[src/rtl/qti_mul.sv]
`timescale 1ns / 1ps

module qti_mul (
	input  logic        clk,
	input  logic [32:0] a,
	input  logic [32:0] b,
	output logic [65:0] p
);

	// registered 33x33 unsigned product
	always_ff @(posedge clk) begin
		p <= 66'(a) * 66'(b);
	end

endmodule

[config.mk]
export PLATFORM = sky130hd
export DESIGN_NAME = qti_mul
export DESIGN_NICKNAME = d
export VERILOG_FILES = /design/src/rtl/qti_mul.sv
export SDC_FILE = /design/constraint.sdc
export NUM_CORES = 2
export LEC_CHECK = 0
export BUFFER_PORTS_ARGS = -buffer_cell sky130_fd_sc_hd__buf_2
export CAP_MARGIN = 20
export CORE_MARGIN = 5
export CORE_UTILIZATION = 60
export CTS_BUF_LIST = sky130_fd_sc_hd__clkbuf_8
export CTS_CLUSTER_DIAMETER = 80
export DETAILED_ROUTE_END_ITERATION = 10
export PLACE_DENSITY_LB_ADDON = 0.1
export SETUP_SLACK_MARGIN = 0.3
export SYNTH_ARGS = -nofsm -noshare
export SYNTH_HDL_FRONTEND = slang
export SYNTH_SLANG_ARGS = --single-unit
[constraint.sdc]
create_clock -name clk -period 8.7 [get_ports clk]
set_input_delay 1.74 -clock clk [delete_from_list [all_inputs] [get_ports clk]]
set_output_delay 1.74 -clock clk [all_outputs]
set_load 0.03 [all_outputs]
==> out/results.ini <==
[critical_path]
cp.arrival_ns=9.02
critPathKind=in2reg
cp.required_ns=8.99
cp-start-kind=input port
endpoint_kind=flip-flop
crit_fanout=3

[synth]
ys_ff_latch=66
yosysWarnings=0
ys_types=57
ys.flop_type=dfxtp_1
syn-instance-count=4048
syn-num-nets=5338
synthArstFlopShare_pct=0
synthTopCellsByArea=fa_1, inv_1, and2_1, ha_1, nand2_1
synth_edf_count=0
avgSynthCellArea_um2=9.043
yosysTopAreaCellShare_pct=52.39
synth_top_area_cell=fa_1
syn_area_um2=36610
ys_seq_area_share_pct=3.610

[global_route]
grt_max_degree=24
grt_overflow=0
grt_pass1_vias=30060
track_usage_pct=30.55
antenna_found_initial=7
grt_pass1_wl_um=159800

[finish]
largest_reg_flops=66
reg_top3=p x66
postLayoutCoreUtil_pct=69.93
final_cell_mix=inv_1, fa_1, nand2_1
finalInstanceArea_um2=42210
layout_commonest_cell=inv_1
drive_gt1_share_pct=15.92
regMostFlops=p
areaGrowthSynthToFinish_pct=15.31
layout.nets=5650

[sta]
worstMarginPinSlew_ns=0.4850
final_period_minus_worst_setup_slack_ns=8.725
hold_violations=0
final.period_utilization_pct=100.3
slew_headroom_pct=67.33
fin_ws_ns=-0.02459
drv_slew=0
rsz0062_at_grt=yes
setup_viol=1
max_freq_ghz=0.1146
finalSetupTns_ns=-0.02459

[placement]
place_congestion=0.9324
hpwlAfterDp_um=86480
placed_area_um2=40570
io_buffers=132

[cts]
clock_path_buffers=2
numClockSinks=66
cts-root-buf=clkbuf_8
htreeDepth=3
cts_made_buffers=9
clkTransAtPathRegs_ns=0.07
cts_tree=yes

[drt]
drc=0
drtIter0Drc=1635
ant_nets=0
dr.pass1.iters=5
viasPerCell=5.320
routed_wl_um=98690
wl_per_cell_um=19.16
dr_total_vias=27400

[min_path]
hold_path.class=in2reg

[die]
num_rows=90
die_y_um=257
start_util_pct=60.65
die_w_um=257
ios=133
die_area_um2=66050
core_um2=60360

[run_status]
status=finished, violations left
violations=negative setup slack

[job]
cap_violations=0

[final cells by class]
| cell class | instances | area, µm² |
|---|---|---|
| Multi-Input combinational cell | 2722 | 31340 |
| Fill cell | 4860 | 18150 |
| Timing Repair Buffer | 512 | 4370 |
| Inverter | 1049 | 3940 |
| Sequential cell | 66 | 1321 |
| Tap cell | 782 | 978.4 |
| Clock buffer | 11 | 151.4 |
| Clock inverter | 5 | 101.3 |
| Antenna cell | 3 | 7.507 |
[repair_timing]
item                                    CTS  global route
pin swaps                                27            65
hold buffers                              0             0
endpoints found under the setup margin   28            33
resized for setup                       121           178
buffers inserted                          8            12
gates cloned                              0             5
[critical path, cell delays in order]
cell	delay, ns
buf_12	0.12
buf_8	0.11
and2_4	0.15
fa_1	0.50
inv_1	0.05
fa_1	0.47
inv_1	0.05
fa_1	0.54
inv_2	0.06
fa_1	0.49
inv_2	0.05
fa_1	0.57
fa_1	0.46
fa_1	0.55
inv_2	0.05
fa_1	0.55
inv_2	0.06
ha_4	0.27
nand2_2	0.05
or4_4	0.51
or3_4	0.36
o22ai_4	0.21
o211a_1	0.21
o21ai_2	0.08
nand3b_4	0.18
o31a_1	0.28
o21ai_2	0.15
xor2_1	0.14
[metrics by stage]
stage          instances  hold WS (ns)  setup slack, ns
2_1_floorplan       4048         1.867           0.1111
5_1_grt             5150         1.914          -0.1879
4_1_cts             5130         1.922          0.03880
3_5_place_dp        5106         2.175          -0.5250
3_3_place_gp        5106         2.175          -0.4436
6_report            5150         1.919         -0.02459
[final timing paths]
path | cells after the start | start | end | slack [ns]
hold / removal | 3 | b[0] | p[0]$_DFF_P_ | 1.92
setup / recovery | 28 | a[18] | p[58]$_DFF_P_ | -0.02
[metal layers]
metal  GRT usage [%]  vias to the layer above  share of wire [%]
li1                -                    12150                  -
met1           37.66                    14160                 37
met2           55.12                      836                 52
met3           4.098                      252                5.7
met4           11.33                        0                4.6
met5               0                        -                  0
[cell families (layout without fill, tap and decap cells)]
kind of cell    after synthesis  count (layout)  synth area share [%]
flops                        66              66                 3.610
other cells                   0               3                     0
simple gates               1233            1233                 17.01
xor+xnor                     65              65                 1.555
buf+inv                    1260            1577                 12.93
compound gates              201             201                 3.452
fa+ha+maj                  1223            1223                 61.45
[cells in the mapped netlist (all sizes together) (16+ instances only)]
| master | instances |
|---|---|
| a21o | 31 |
| clkbuf | 209 |
| fa | 958 |
| o21ai | 40 |
| a21oi | 73 |
| dfxtp | 66 |
| inv | 1049 |
| xnor2 | 41 |
| and2 | 574 |
| ha | 265 |
| nand2 | 568 |
| nor2 | 33 |
| nand4 | 16 |
| xor2 | 24 |
Power is not shown: default switching activity piles up to over one toggle a cycle in this logic, so the estimate is an artifact.
