File: src/rtl/qti_ram.sv
`timescale 1ns / 1ps

module qti_ram #(
	parameter int WIDTH = 32,
	parameter int DEPTH = 16
) (
	input  logic                     clk,
	input  logic                     we,
	input  logic [$clog2(DEPTH)-1:0] waddr,
	input  logic [WIDTH-1:0]         wdata,
	input  logic [$clog2(DEPTH)-1:0] raddr,
	output logic [WIDTH-1:0]         rdata
);

	logic [WIDTH-1:0] mem [DEPTH];

	// write one entry, registered read
	always_ff @(posedge clk) begin
		if (we) begin
			mem[waddr] <= wdata;
		end
		rdata <= mem[raddr];
	end

endmodule

File: config.mk
export PLATFORM = sky130hd
export DESIGN_NAME = qti_ram
export DESIGN_NICKNAME = d
export VERILOG_FILES = /design/src/rtl/qti_ram.sv
export SDC_FILE = /design/constraint.sdc
export NUM_CORES = 1
export LEC_CHECK = 0
export BUFFER_PORTS_ARGS = -buffer_cell sky130_fd_sc_hd__buf_4
export CELL_PAD_IN_SITES_DETAIL_PLACEMENT = 1
export CELL_PAD_IN_SITES_GLOBAL_PLACEMENT = 1
export CORE_ASPECT_RATIO = 1.5
export CORE_UTILIZATION = 52
export CTS_BUF_LIST = sky130_fd_sc_hd__clkbuf_4
export CTS_CLUSTER_SIZE = 14
export DETAILED_ROUTE_END_ITERATION = 10
export PLACE_DENSITY = 0.81
export SLEW_MARGIN = 20
export SYNTH_ARGS = -nofsm -noshare
export SYNTH_HDL_FRONTEND = slang
export SYNTH_SLANG_ARGS = --single-unit
File: constraint.sdc
create_clock -name clk -period 4.2 [get_ports clk]
set_clock_uncertainty 0.05 [all_clocks]
set_input_delay 0.21 -clock clk [delete_from_list [all_inputs] [get_ports clk]]
set_output_delay 0.21 -clock clk [all_outputs]
set_load 0.005 [all_outputs]
==> results.sh <==
export IMPL_num_nets_final=1094
export IMPL_reg2reg_slack_ns=1.82
export IMPL_syn2layout_area_growth_pct=16.1
export IMPL_start_util_pct=52.7
export IMPL_yosys_top_cells_area="edfxtp_1, mux4_2, dfxtp_1"
export IMPL_drv_cap=0
export IMPL_clockPowerShare_pct=36.6
export IMPL_layout_cells_non_filler=1636
export IMPL_yosys_area_top_type="edfxtp_1"
export IMPL_r2r_start="mem[3][16]"
export IMPL_post_place_ws_ns=1.71
export IMPL_drc_errors=0
export IMPL_dieArea_um2=39000
export IMPL_min_to="rdata[13]"
export IMPL_synthXorXnorAreaFrac_pct=0
export IMPL_synth_nets=880
export IMPL_p_sw_share_pct=22.3
export IMPL_path_max_fanout=11
export IMPL_fp_coreArea_um2=37700
export IMPL_worst_pin_slew_ns=1.16
export IMPL_required_ns=4.60
export IMPL_grt_setup_unrepaired="false"
export IMPL_maxSlewViolCount=0
export IMPL_synth_fa_ha_area_share_pct=0
export IMPL_cts_root_buf="clkbuf_4"
export IMPL_totalWireLength_mm=45.2
export IMPL_seqPwrFrac_pct=57.8
export IMPL_holdPathStages=4
export IMPL_ir_worst_vdd_mv=0.185
export IMPL_io_pins=74
export IMPL_finalSetupViolCount=0
export IMPL_worstPathArrival_ns=2.96
export IMPL_cellPowerDensity_nw_per_um2=459
export IMPL_max_freq_mhz=389
export IMPL_drtPass1Iterations=5
export IMPL_num_rows=87
export IMPL_synthMuxAreaShare_pct=14.5
export IMPL_cts_htree_levels=3
export IMPL_post_cts_setup_buffer_count=0
export IMPL_grt_pass1_vias=10700
export IMPL_die_x_um=162
export IMPL_intPower_mw=8.21
export IMPL_synth_compound_area_share_pct=2.42
export IMPL_hold_path_class="input pin to flip-flop"
export IMPL_ys_ff_latch=544
export IMPL_worstSetupPathType="input pin to flip-flop"
export IMPL_antenna_left=0
export IMPL_r2r_end="rdata[16]"
export IMPL_start_kind="input pin"
export IMPL_endpoint_kind="flip-flop"
export IMPL_synth_top_cell_area_share_pct=77.4
export IMPL_overflow=0
export IMPL_clk_path_buf_depth=3
export IMPL_drive_gt1_share_pct=36.8
export IMPL_netlist_instances=838
export IMPL_fin_crit_ns=2.57
export IMPL_p_switching_mw=2.36
export IMPL_syn_area_um2=19900
export IMPL_ff2ff_path_depth=5
export IMPL_io_buffers=73
export IMPL_vias_per_cell=5.89
export IMPL_avgRoutedWirePerCell_um=27.6
export IMPL_antenna_found_initial=2
export IMPL_clkTransAtPathRegs_ns=0.08
export IMPL_synth_avg_cell_area_um2=23.7
export IMPL_synth_distinct_cells=18
export IMPL_setup_tns_ns=0
export IMPL_place_gp_congestion=0.709
export IMPL_fin_ws_ns=1.63
export IMPL_synth_simple_area_share_pct=1.27
export IMPL_dp_final_hpwl_mm=24.6
export IMPL_vias=9630
export IMPL_grt_pass1_wl_mm=66.9
export IMPL_ctsResizeCount=0
export IMPL_drt_iter0_markers=962
export IMPL_cts_made_buffers=114
export IMPL_hp_start="raddr[1]"
export IMPL_leakagePower_nw=7.57
export IMPL_dp_cells=1383
export IMPL_status="complete, no violations"
export IMPL_ys_warn_count=0
export IMPL_cts_sinks=544
export IMPL_cts_tree="done"
export IMPL_finalHoldViolations=0
export IMPL_synth_top_family_by_area="multiplexers"
export IMPL_track_usage_pct=24.3
export IMPL_slew_headroom_pct=22.6
export IMPL_grt_max_degree=55
export IMPL_comb_power_share_pct=5.6
export IMPL_insertion_delay_ns=0.80
export IMPL_yosysSeqAreaShare_pct=80.7
export IMPL_die_h_um=241
export IMPL_timing_final_crit_share_pct=61.1
-- layout by cell type, fill, tap and decap left out, types with 2 or more instances in the layout --
cell	count
a22oi_1	64
buf_16	2
buf_4	95
bufinv_16	2
clkbuf_4	158
clkinv_1	37
clkinv_2	11
dfxtp_1	32
dlygate4sd3_1	41
edfxtp_1	512
mux4_2	128
nand2_1	33
nand2b_1	2
nand3b_1	2
nor2_4	13
nor2b_4	2
nor3_2	4
-- cell families (layout without fill, tap and decap cells) --
family,Yosys count,count (layout)
muxes,128,128
and+or+nand+nor,59,59
other,0,1
DFF,544,544
AOI/OAI and AO/OA,64,64
buffers and inverters,43,351
-- power groups by stage --
stage | Clock, mW | Sequential, mW | Combinational, mW
2_1_floorplan | 0 | 6.21 | 0.291
3_3_place_gp | 0 | 6.22 | 0.532
3_5_place_dp | 0 | 6.23 | 0.558
4_1_cts | 3.93 | 6.11 | 0.590
5_1_grt | 4.17 | 6.12 | 0.632
6_report | 3.87 | 6.11 | 0.590
-- stage by stage --
step / area [µm²] / utilization [%] / hold WS (ns) / total power, mW
4_1_cts: 23000 / 61.2 / 0.0147 / 10.6
5_1_grt: 23100 / 61.2 / 0.109 / 10.9
6_report: 23100 / 61.2 / 0.120 / 10.6
3_3_place_gp: 21100 / 56.0 / 0.451 / 6.75
2_1_floorplan: 19900 / - / 0.259 / 6.51
3_5_place_dp: 21200 / 56.2 / 0.463 / 6.79
-- flip-flops by register name, summed over array words and instances, names as in the netlist --
register,cells
mem,512
rdata,32
-- critical path, cell delays in order --
cell	delay, ns
dlygate4sd3_1	0.54
buf_4	0.15
nand3b_1	0.35
nor3_2	0.41
dlygate4sd3_1	0.97
buf_4	0.33
-- layout make-up --
| cell class | count | area (µm²) |
|---|---|---|
| antenna | 1 | 2.50 |
| clock buffer | 158 | 1190 |
| clock inverter | 52 | 265 |
| fill | 3224 | 14600 |
| multi-input combinational | 251 | 3750 |
| sequential | 544 | 16000 |
| tap | 489 | 612 |
| timing repair buffer | 141 | 1230 |
-- per-layer routing --
metal / track usage (%) / routed length [µm] / share of wire [%]
met5: 0 / 13 / 0.029
met4: 10.1 / 1210 / 2.7
met3: 5.12 / 3120 / 6.9
met2: 42.6 / 24300 / 54
met1: 29.3 / 16600 / 37
-- worst max-delay path by stage --
stage                        start          to  cells past startpoint
after floorplan           waddr[2]   mem[0][0]                      2
after global placement    raddr[0]   rdata[11]                      5
after detailed placement  raddr[0]   rdata[10]                      5
after CTS                 raddr[0]   rdata[16]                      7
after global routing      raddr[0]   rdata[16]                      7
final                     waddr[3]  mem[4][24]                      6
-- cells in the mapped netlist (all sizes together) --
master	count
a22oi	64
and2	1
buf	26
clkbuf	17
dfxtp	32
edfxtp	512
mux4	128
nand2	33
nand2b	2
nand3	1
nand3b	2
nor2	13
nor2b	2
nor3	4
or3b	1
-- what timing repair did --
item	CTS	global route
hold endpoints to repair	566	0
hold buffers	41	0
endpoints found under the setup margin	0	0
(Power assumes the default switching activity.)
